[src/rtl/apds_pkg.sv]
// Shared types and constants for the active/pause duty sequencer.
// Used by apds_cfg, apds_step and the top level; depends on nothing.
package apds_pkg;

  // Defaults for the top-level parameters
  localparam int unsigned MinTickMsDefault = 10;
  localparam int unsigned TimeBitsDefault  = 32;

  // Reset values of the configuration registers
  localparam logic [31:0] ACTIVE_BUDGET_RESET = 32'd300000;
  localparam logic [31:0] PAUSE_BUDGET_RESET  = 32'd300000;
  localparam logic [7:0]  TASK_ID_NONE        = 8'hFF;

  // Configuration register indexes
  localparam logic [1:0] CFG_ACTIVE_BUDGET = 2'd0;
  localparam logic [1:0] CFG_PAUSE_BUDGET  = 2'd1;
  localparam logic [1:0] CFG_TASK_ID       = 2'd2;

  typedef enum logic [1:0] {
    PH_INIT   = 2'd0,
    PH_READY  = 2'd1,
    PH_ACTIVE = 2'd2,
    PH_PAUSE  = 2'd3
  } phase_t;

  // Current configuration register contents
  typedef struct packed {
    logic [31:0] active_budget_ms;
    logic [31:0] pause_budget_ms;
    logic [7:0]  task_id;
  } cfg_regs_t;

  // One result item
  typedef struct packed {
    logic [31:0] pause_left_ms;
    logic [31:0] active_left_ms;
    logic [6:0]  announce_id;
    logic        announce;
    phase_t      phase;
  } res_t;

endpackage

[src/rtl/active_pause_duty_sequencer.sv]
// Top level of the active/pause duty sequencer: input register, step logic,
// result register. Depends on apds_pkg, apds_cfg and apds_step.
//
// Channel   Direction  Handshake              Payload
// in_       slave      in_tvalid/in_tready    in_tdata[39:0]
// out_      master     out_tvalid/out_tready  out_tdata[79:0]
// cfg_      slave      cfg_valid/cfg_ready    cfg_index[1:0], cfg_data[31:0]
//
// One poll per cycle sustained while out_tready stays high; a poll's result
// reaches out_tdata through the input register, which takes the poll when it is
// accepted, and then the result register, into which the sequencer steps it.
// The state registers update in the same cycle as the result register, so
// back-to-back polls see each other's effect in order.
// Reset (rst_n low, synchronous) empties both registers and puts the sequencer
// in init with default budgets. A stall on out_tready holds the result
// register and backs up to in_tready; cfg_ready is always high.
module active_pause_duty_sequencer
  import apds_pkg::*;
#(
  parameter int unsigned MIN_TICK_MS = MinTickMsDefault,
  parameter int unsigned TIME_BITS   = TimeBitsDefault
) (
  input  logic        clk,
  input  logic        rst_n,
  // now_ms[31:0], go_write[32], go_value[33], zero pad [39:34]
  input  logic [39:0] in_tdata,
  input  logic        in_tvalid,
  output logic        in_tready,
  // phase[1:0], announce[2], announce_id[9:3], active_left_ms[41:10],
  // pause_left_ms[73:42], zero pad [79:74]
  output logic [79:0] out_tdata,
  output logic        out_tvalid,
  input  logic        out_tready,
  input  logic        cfg_valid,
  output logic        cfg_ready,
  input  logic [1:0]  cfg_index,
  input  logic [31:0] cfg_data
);

  cfg_regs_t cfg_regs;

  logic        in_valid_r;
  logic [33:0] in_data_r;
  logic        out_valid_r;
  res_t        out_r;

  phase_t               phase_r;
  logic                 entry_pending_r;
  logic [TIME_BITS-1:0] time_mark_r;
  logic [31:0]          active_left_r;
  logic [31:0]          pause_left_r;
  logic                 go_flag_r;

  phase_t               phase_nxt;
  logic                 entry_pending_nxt;
  logic [TIME_BITS-1:0] time_mark_nxt;
  logic [31:0]          active_left_nxt;
  logic [31:0]          pause_left_nxt;
  logic                 go_flag_nxt;
  res_t                 res_nxt;

  logic out_adv;
  logic step_fire;

  assign cfg_ready = 1'b1;

  apds_cfg u_cfg (
    .clk      (clk),
    .rst_n    (rst_n),
    .wr_en    (cfg_valid),
    .wr_index (cfg_index),
    .wr_data  (cfg_data),
    .regs     (cfg_regs)
  );

  // Pipeline flow control
  assign out_adv   = !out_valid_r || out_tready;
  assign step_fire = in_valid_r && out_adv;
  assign in_tready = !in_valid_r || out_adv;

  // Input register
  always_ff @(posedge clk) begin
    if (!rst_n) begin
      in_valid_r <= 1'b0;
    end else if (in_tready) begin
      in_valid_r <= in_tvalid;
    end
  end

  always_ff @(posedge clk) begin
    if (in_tready && in_tvalid) begin
      in_data_r <= in_tdata[33:0];
    end
  end

  apds_step #(
    .MIN_TICK_MS (MIN_TICK_MS),
    .TIME_BITS   (TIME_BITS)
  ) u_step (
    .cfg               (cfg_regs),
    .now_ms            (in_data_r[31:0]),
    .go_write          (in_data_r[32]),
    .go_value          (in_data_r[33]),
    .phase             (phase_r),
    .entry_pending     (entry_pending_r),
    .time_mark         (time_mark_r),
    .active_left       (active_left_r),
    .pause_left        (pause_left_r),
    .go_flag           (go_flag_r),
    .phase_nxt         (phase_nxt),
    .entry_pending_nxt (entry_pending_nxt),
    .time_mark_nxt     (time_mark_nxt),
    .active_left_nxt   (active_left_nxt),
    .pause_left_nxt    (pause_left_nxt),
    .go_flag_nxt       (go_flag_nxt),
    .res               (res_nxt)
  );

  // Sequencer state: advance once per stepped poll
  always_ff @(posedge clk) begin
    if (!rst_n) begin
      phase_r         <= PH_INIT;
      entry_pending_r <= 1'b1;
      time_mark_r     <= '0;
      active_left_r   <= '0;
      pause_left_r    <= '0;
      go_flag_r       <= 1'b0;
    end else if (step_fire) begin
      phase_r         <= phase_nxt;
      entry_pending_r <= entry_pending_nxt;
      time_mark_r     <= time_mark_nxt;
      active_left_r   <= active_left_nxt;
      pause_left_r    <= pause_left_nxt;
      go_flag_r       <= go_flag_nxt;
    end
  end

  // Result register
  always_ff @(posedge clk) begin
    if (!rst_n) begin
      out_valid_r <= 1'b0;
    end else if (out_adv) begin
      out_valid_r <= in_valid_r;
    end
  end

  always_ff @(posedge clk) begin
    if (step_fire) begin
      out_r <= res_nxt;
    end
  end

  assign out_tvalid = out_valid_r;
  assign out_tdata  = {6'd0, out_r.pause_left_ms, out_r.active_left_ms,
                       out_r.announce_id, out_r.announce, out_r.phase};

`ifndef SYNTHESIS
  // An announced result always reports the ready phase
  a_announce_ready: assert property (@(posedge clk) disable iff (!rst_n)
    (out_valid_r && out_r.announce) |-> (out_r.phase == PH_READY))
    else $error("announce outside ready phase");

  // A valid task id leaves init on the very next poll
  a_init_leaves: assert property (@(posedge clk) disable iff (!rst_n)
    (step_fire && (phase_r == PH_INIT) && (cfg_regs.task_id != TASK_ID_NONE))
    |=> (phase_r == PH_READY))
    else $error("init did not move to ready with a valid task id");

  // Pause is only reached with the active budget spent
  a_pause_spent: assert property (@(posedge clk) disable iff (!rst_n)
    (phase_r == PH_PAUSE) |-> (active_left_r == 32'd0))
    else $error("pause phase with active budget left");
`endif

endmodule

[src/rtl/apds_cfg.sv]
// Configuration register file of the duty sequencer.
// Depends on apds_pkg for register indexes and reset values.
module apds_cfg
  import apds_pkg::*;
(
  input  logic        clk,
  input  logic        rst_n,
  input  logic        wr_en,
  input  logic [1:0]  wr_index,
  input  logic [31:0] wr_data,
  output cfg_regs_t   regs
);

  cfg_regs_t regs_r;

  // Write the addressed register; unknown indexes are dropped
  always_ff @(posedge clk) begin
    if (!rst_n) begin
      regs_r.active_budget_ms <= ACTIVE_BUDGET_RESET;
      regs_r.pause_budget_ms  <= PAUSE_BUDGET_RESET;
      regs_r.task_id          <= TASK_ID_NONE;
    end else if (wr_en) begin
      case (wr_index)
        CFG_ACTIVE_BUDGET: regs_r.active_budget_ms <= wr_data;
        CFG_PAUSE_BUDGET:  regs_r.pause_budget_ms  <= wr_data;
        CFG_TASK_ID:       regs_r.task_id          <= wr_data[7:0];
        default: begin
        end
      endcase
    end
  end

  assign regs = regs_r;

endmodule

[src/rtl/apds_step.sv]
// Next-state logic of the duty sequencer for one poll.
// Depends on apds_pkg for phase codes and the result layout.
module apds_step
  import apds_pkg::*;
#(
  parameter int unsigned MIN_TICK_MS = MinTickMsDefault,
  parameter int unsigned TIME_BITS   = TimeBitsDefault
) (
  input  cfg_regs_t              cfg,
  input  logic [31:0]            now_ms,
  input  logic                   go_write,
  input  logic                   go_value,
  input  phase_t                 phase,
  input  logic                   entry_pending,
  input  logic [TIME_BITS-1:0]   time_mark,
  input  logic [31:0]            active_left,
  input  logic [31:0]            pause_left,
  input  logic                   go_flag,
  output phase_t                 phase_nxt,
  output logic                   entry_pending_nxt,
  output logic [TIME_BITS-1:0]   time_mark_nxt,
  output logic [31:0]            active_left_nxt,
  output logic [31:0]            pause_left_nxt,
  output logic                   go_flag_nxt,
  output res_t                   res
);

  // Width that holds both a budget and an elapsed time
  localparam int unsigned CW = (TIME_BITS > 32) ? TIME_BITS : 32;

  logic [CW-1:0]        now_wide;
  logic [TIME_BITS-1:0] now_t;
  logic [TIME_BITS-1:0] mark_eff;
  logic [TIME_BITS-1:0] elapsed;
  logic                 tick_ok;
  logic                 go_eff;
  logic [31:0]          act_drained;
  logic [31:0]          pau_drained;
  logic                 announce;

  // Subtract elapsed time from a budget, saturating at zero
  function automatic logic [31:0] drain(input logic [31:0] left,
                                        input logic [TIME_BITS-1:0] used);
    logic [CW-1:0] lw;
    logic [CW-1:0] uw;
    lw = CW'(left);
    uw = CW'(used);
    if (lw > uw) begin
      return 32'(lw - uw);
    end
    return 32'd0;
  endfunction

  // Tick reduced to the time width; elapsed wraps naturally
  assign now_wide    = CW'(now_ms);
  assign now_t       = TIME_BITS'(now_wide);
  assign mark_eff    = entry_pending ? now_t : time_mark;
  assign elapsed     = now_t - mark_eff;
  assign tick_ok     = (elapsed >= TIME_BITS'(MIN_TICK_MS));
  assign go_eff      = go_write ? go_value : go_flag;
  assign act_drained = drain(active_left, elapsed);
  assign pau_drained = drain(pause_left, elapsed);

  // Phase transitions and entry actions
  always_comb begin
    phase_nxt         = phase;
    entry_pending_nxt = entry_pending;
    time_mark_nxt     = time_mark;
    active_left_nxt   = active_left;
    pause_left_nxt    = pause_left;
    go_flag_nxt       = go_eff;
    announce          = 1'b0;
    case (phase)
      PH_INIT: begin
        if (entry_pending && (cfg.task_id != TASK_ID_NONE)) begin
          active_left_nxt   = cfg.active_budget_ms;
          phase_nxt         = PH_READY;
          entry_pending_nxt = 1'b1;
        end
      end
      PH_READY: begin
        entry_pending_nxt = 1'b0;
        if (entry_pending) begin
          active_left_nxt = cfg.active_budget_ms;
          pause_left_nxt  = cfg.pause_budget_ms;
          announce        = 1'b1;
          go_flag_nxt     = 1'b0;
        end else if (go_eff) begin
          phase_nxt         = PH_ACTIVE;
          entry_pending_nxt = 1'b1;
        end
      end
      PH_ACTIVE: begin
        entry_pending_nxt = 1'b0;
        time_mark_nxt     = mark_eff;
        if (tick_ok) begin
          active_left_nxt = act_drained;
          time_mark_nxt   = now_t;
          if (act_drained == 32'd0) begin
            phase_nxt         = PH_PAUSE;
            entry_pending_nxt = 1'b1;
          end else if (!go_eff) begin
            phase_nxt         = PH_READY;
            entry_pending_nxt = 1'b1;
          end
        end
      end
      PH_PAUSE: begin
        entry_pending_nxt = 1'b0;
        time_mark_nxt     = mark_eff;
        if (tick_ok) begin
          pause_left_nxt = pau_drained;
          time_mark_nxt  = now_t;
          if (pau_drained == 32'd0) begin
            phase_nxt         = PH_READY;
            entry_pending_nxt = 1'b1;
          end
        end
      end
      default: begin
      end
    endcase
  end

  // Assemble the result item
  always_comb begin
    res.phase          = phase_nxt;
    res.announce       = announce;
    res.announce_id    = announce ? cfg.task_id[6:0] : 7'd0;
    res.active_left_ms = active_left_nxt;
    res.pause_left_ms  = pause_left_nxt;
  end

endmodule

[config.mk]
export PLATFORM = sky130hd
export DESIGN_NAME = active_pause_duty_sequencer
export DESIGN_NICKNAME = d
export VERILOG_FILES = /design/src/rtl/apds_pkg.sv /design/src/rtl/active_pause_duty_sequencer.sv /design/src/rtl/apds_cfg.sv /design/src/rtl/apds_step.sv
export SDC_FILE = /design/constraint.sdc
export NUM_CORES = 1
export LEC_CHECK = 0
export ABC_AREA = 1
export BUFFER_PORTS_ARGS = -buffer_cell sky130_fd_sc_hd__buf_2
export CAP_MARGIN = 25
export CORE_ASPECT_RATIO = 1.1
export CORE_MARGIN = 8
export CORE_UTILIZATION = 61
export DETAILED_ROUTE_END_ITERATION = 8
export GPL_ROUTABILITY_DRIVEN = 0
export HOLD_SLACK_MARGIN = 0.15
export PLACE_DENSITY = 0.88
export SLEW_MARGIN = 20
export SYNTH_ARGS = -nofsm -noshare
export SYNTH_HDL_FRONTEND = slang
export SYNTH_SLANG_ARGS = --single-unit
[constraint.sdc]
create_clock -name clk -period 6.9 [get_ports clk]
set_input_delay 1.725 -clock clk [delete_from_list [all_inputs] [get_ports clk]]
set_output_delay 1.725 -clock clk [all_outputs]
set_load 0.1 [all_outputs]
Word level (Yosys, flattened, before mapping). Cells that the tools add are included.

$add $sub $neg: 3. Order comparisons: 3. Equal/unequal tests: 7. Multiplexer cells: 38. Reduce and logical (&&, ||, !) cells: 17.

Operators with widths (number): 32-bit two-way mux (11); 32-bit case mux with 3 select lines (1); 32-bit subtractor (3); 32-bit > comparator (2); 32-bit zero test (2); 32-bit case mux with 2 select lines (1); 32-bit by 4-bit greater-or-equal comparator with 1-bit output, second input constant (1); 2-bit two-way mux (8); 1-bit two-way mux (15); 2-bit AND reduction (5); 8-bit != test, second input constant (1); 2-bit case mux with 4 select lines (1); 2-bit equality test, second input constant (3); 2-bit by 1-bit equality test with 1-bit output, second input constant (2); 2-bit zero test (2); 1-bit case mux with 4 select lines (1); 1-bit logical AND (3); 1-bit zero test (2); 1-bit logical OR (2); 2-bit by 1-bit != test with 1-bit output, second input constant (1); 2-bit OR reduction (1).

Register bits after elaboration: 282. Input port bits: 79. Output and inout port bits: 83. Logic and storage cells: 85.

Depth between registers and ports, before layout.
Depth in word-level cells: 9. Gate-level depth with buffers: 42. Gate-level depth less buffers: 39.

Cells and area by module. Synthesis repeated with hierarchy kept, for this count alone.

Cells, all modules: 3239. Area total of the unflattened synthesis: 21473.1 sq um.

Modules (own cells, without submodules): apds_step (instances 1, cells an instance 2036, area an instance 10679.0 sq um); active_pause_duty_sequencer (instances 1, cells an instance 783, area an instance 7876.3 sq um); apds_cfg (instances 1, cells an instance 420, area an instance 2917.8 sq um).

Least setup slack after synthesis. No wires, ideal clock.

Kind: register -> register. Start point: register entry_pending_r. End point: register out_r, in the netlist out_tdata[1], data pin. Library setup time: 265 ps. Arrival time: 4642 ps. Path slack: 1993 ps. Cell stages (with the launch flop): 34. Buffers on the path: 3. Clock period less this slack: 4907 ps. Cell sequence: dfxtp_1 -> clkbuf_1 -> buf_1 -> mux2i_1 -> ha_1 -> or2_1 -> nand3_1 -> nand2_2 -> nand2_1 -> nand3_2 -> nand3_1 -> nand2_1 -> nand3_1 -> nand2_1 -> a21oi_1 -> nor2_1 -> nor2_1 -> xor2_1 -> ha_1 -> inv_1 -> nor3_1 -> nor3b_2 -> nand3_2 -> nor2_2 -> a21oi_4 -> buf_6 -> nand2_1 -> nand2_1 -> nor2_1 -> nand2_1 -> nor2_2 -> nand3_1 -> nand2_1 -> nand3_2.

Cells in the longest elaborated chain, start to end: 9. Elaborated cells between the ends (all ways): 23. Classes of those cells: add/sub (3); order compare (3); mux (14); reduce/logical (3).

Ends and longest elaborated chain: from (decl) (RTL line active_pause_duty_sequencer.sv:48) `logic entry_pending_r;`; from (signal assigned) (RTL line active_pause_duty_sequencer.sv:130) `entry_pending_r <= entry_pending_nxt;`; 32-bit two-way mux (RTL line apds_step.sv:57) `assign mark_eff = entry_pending ? now_t : time_mark;`; 32-bit subtractor (RTL line apds_step.sv:58) `assign elapsed = now_t - mark_eff;`; 32-bit subtractor or 32-bit > comparator (tied branches) (RTL line apds_step.sv:49, apds_step.sv:48); 32-bit two-way mux or 1-bit two-way mux (tied branches) (RTL line apds_step.sv:48) `if (lw > uw) begin`; 32-bit two-way mux (RTL line apds_step.sv:51) `return 32'd0;`; 32-bit zero test, on equally long branches (RTL line apds_step.sv:114, apds_step.sv:99); 2-bit two-way mux, on equally long branches (RTL line apds_step.sv:114, apds_step.sv:99); 2-bit two-way mux, on equally long branches (RTL line apds_step.sv:111, apds_step.sv:96); 2-bit case mux with 4 select lines * (RTL line apds_step.sv:73) `case (phase)`; net phase_nxt[1] (RTL line active_pause_duty_sequencer.sv:54) `phase_t phase_nxt;`; to (signal assigned) (RTL line active_pause_duty_sequencer.sv:149) `out_r <= res_nxt;`; to (decl) (RTL line active_pause_duty_sequencer.sv:45) `res_t out_r;`.

The timed path passes the listed nets; every way through them passes the cells marked *. The select of a mux whose other input is x is not followed. A chain may end at the register's enable or synchronous reset.

Worst setup path after layout. Same ends and word-level chain as after synthesis.

==> metrics.txt <==
vias per inst a little over 6; worst slew pin tran between 900 and 1000 ps; Final Critical Period between 6000 and 7000 ps; GRT Overall Usage just under 30%; Inserted Clock Buffers 28; CTS Sinks ~280; antenna cells 0; Mapped Area between 15000 and 20000 sq um; hold_buf cts 0; PwrDens about 270 nW/um^2; Yosys reg bits approximately 280; CTS Buffer Depth 3; core area approximately 31000 sq um; finished layout cell area 21160 sq um; max cap viols 0; Synth Instances between 2000 and 3000; die width roughly 190 microns; footprint of the multi-input gates 10830 sq um; Final HPWL DP 41.49 mm; Die ar. 37650 sq um; Worst Skew 21.53 ps; Placed Area approximately 20000 sq um; leak pwr 10.45 nW; Crit-path slowest cell xor2_1; EDFF count, synth 108; # rows between 60 and 70; synth top area cells dfxtp_1 18%, edfxtp_1 17%, nand2_1 13%, inv_1 6.3%, o21ai_0 5.3%; antenna-violating nets left 0; area share of the largest cell type after synthesis about 18%; distinct cell type count after synthesis 55; Fillers 2653; Clock transition at path regs roughly 70 ps; Peak VDD IR 0.2144 mV; Post-CTS Setup Inserts 0; Die Ht just over 200 microns; initial antenna violation count 0; Yosys warning total 0; drt drc 0; vias in the first global route between 15000 and 20000; Fin. Hold Viols 0; Area Growth Syn to Fin 9.483%; ys async rst share 0%; fin util roughly two thirds; kind of critical path flop to flop; # IOs 162; slowest stage delay, CP approximately 600 ps; flip-flop and latch area 6728 sq um; prevailing post-synth register cell dfxtp_1; Syn Area/Cell roughly 7 sq um; latest clock arrival within the worst-skew pair between 500 and 600 ps; sequential area share after synthesis 34.80%; Fin Setup TNS 0 ps; post-layout power roughly 5.7 mW; TritonRoute pass-1 iters 7; CTS H-tree depth 1; grt total ovfl 0; startpoint types flop; Min-Delay Path Depth 2; CP max FO 33; Pins Over Slew Limit 0; Starting Density 61.74%; via count ~20000; Gates resized, CTS repair 0; Slew Limit Headroom between 30% and 40%; TritonCTS clock tree yes; Critical Path RT 7200 ps; cell seen most often among critical-path stages nand2_1; clock tree root driver cell clkbuf_16; largest net degree at the start of global routing ~110; Worst Hold Class flop to flop; final wirelength 56.87 mm; RSZ-0062 raised after global routing false; port bufs ~150; layout cells sized above 1 roughly 11%; per-cell routed wire length 17.36 microns; Worst EP arrival 6620 ps; status completed; endpoints failing setup 0; Synth area leader dfxtp_1; fmax ~160 MHz; first-pass GRT wire length between 90 and 100 mm; nets around 3000; Register-to-Register Path Depth 32; CP Capture Type flop; Period Utilization, post-route 91.64%; DR iter-0 viols approximately 2600
## layer usage
metal,part of all wire [%],vias up,global-route usage [%],wire length [microns]
met1,38,8975,35.80,21520
met3,12,318,5.668,6634
met5,0,-,0,0
li1,-,9357,-,-
met4,6.3,0,18.05,3573
met2,44,1264,46.30,25140
## state kept, by name (all words and copies together), names as in the netlist
signal	flops
out_tvalid	1
in_data_r	34
pause_left_r	32
out_tdata	74
entry_pending_r	1
time_mark_r	32
in_valid_r	1
u_cfg.regs	72
active_left_r	32
go_flag_r	1
phase_r	2
## path summary, 6_finish.rpt
kind                                      start              end  slack (ps)
worst min register to register  time_mark_r[24]  time_mark_r[24]         460
worst max register to register  entry_pending_r     out_tdata[1]         580
worst max-delay path            entry_pending_r     out_tdata[1]         580
worst min-delay path            time_mark_r[24]  time_mark_r[24]         460
## critical path, delay by kind of cell (launching register included)
family                     cells  cell delay [ps]
DFF                            1              350
adders and majority gates      2              640
AOI/OAI and AO/OA              3              510
xor gates and xnor gates       1              590
buffers and inverters          3              680
muxes                          1              310
and+or+nand+nor               22             2870
## logic make-up after synthesis
logic type	synth area share [%]
flops	34.80
mux	1.605
xor+xnor	2.764
buf+inv	9.483
simple gates	26.80
compound gates	19.21
other cells	0.03885
fa+ha+maj	5.295
## cell usage in the layout, fill, tap and decap left out, types with 12 or more instances in the layout
cell / netlist / final
dfxtp_1: 174 / 173
xor2_1: 49 / 49
ha_1: 77 / 77
nand4_1: 25 / 25
o211ai_2: 20 / 20
nor3_1: 16 / 15
edfxtp_1: 108 / 108
buf_2: 7 / 148
o21ai_0: 205 / 205
xnor2_1: 12 / 12
clkbuf_16: 0 / 28
nor2_2: 14 / 16
a21oi_1: 201 / 201
o211ai_1: 95 / 95
inv_1: 325 / 323
nand3_2: 12 / 12
nand2_1: 685 / 683
nand2_2: 27 / 29
o21ai_1: 30 / 30
nor2_1: 247 / 245
a221oi_1: 33 / 33
buf_4: 14 / 19
mux2i_1: 31 / 31
nand3_1: 157 / 157
## Yosys cell counts (7+ instances only)
master,count
a21oi_1,201
a221oi_1,33
buf_2,7
buf_4,14
buf_6,7
clkbuf_1,90
dfxtp_1,174
edfxtp_1,108
ha_1,77
inv_1,325
inv_2,7
mux2i_1,31
nand2_1,685
nand2_2,27
nand3_1,157
nand3_2,12
nand3b_1,11
nand4_1,25
nor2_1,247
nor2_2,14
nor3_1,16
o211ai_1,95
o211ai_2,20
o21ai_0,205
o21ai_1,30
o41ai_1,8
xnor2_1,12
xor2_1,49
## per-stage QoR
step           setup slack [ps]  hold WS, ps  instances
2_1_floorplan              1993        429.9       2755
3_3_place_gp               1039        440.1       3220
3_5_place_dp              858.9        443.6       3222
4_1_cts                   835.6        459.5       3274
5_1_grt                   185.9        476.9       3275
6_report                  576.9        462.8       3275
## layout make-up
type | instances | area share [%]
flip-flops and latches | 282 | 31.79
clock inverters | 10 | 0.4671
clock buffers | 42 | 3.748
inverters | 336 | 5.971
repair buffers | 170 | 4.387
well taps | 420 | 2.483
multi-input cells | 2015 | 51.15
## where the power goes
group | internal, mW | total (mW) | switching, mW
Clock | 0.836 | 1.50 | 0.663
Sequential | 1.85 | 1.93 | 0.0803
Combinational | 0.651 | 2.32 | 1.67
Power figures use the tool's default switching activity.
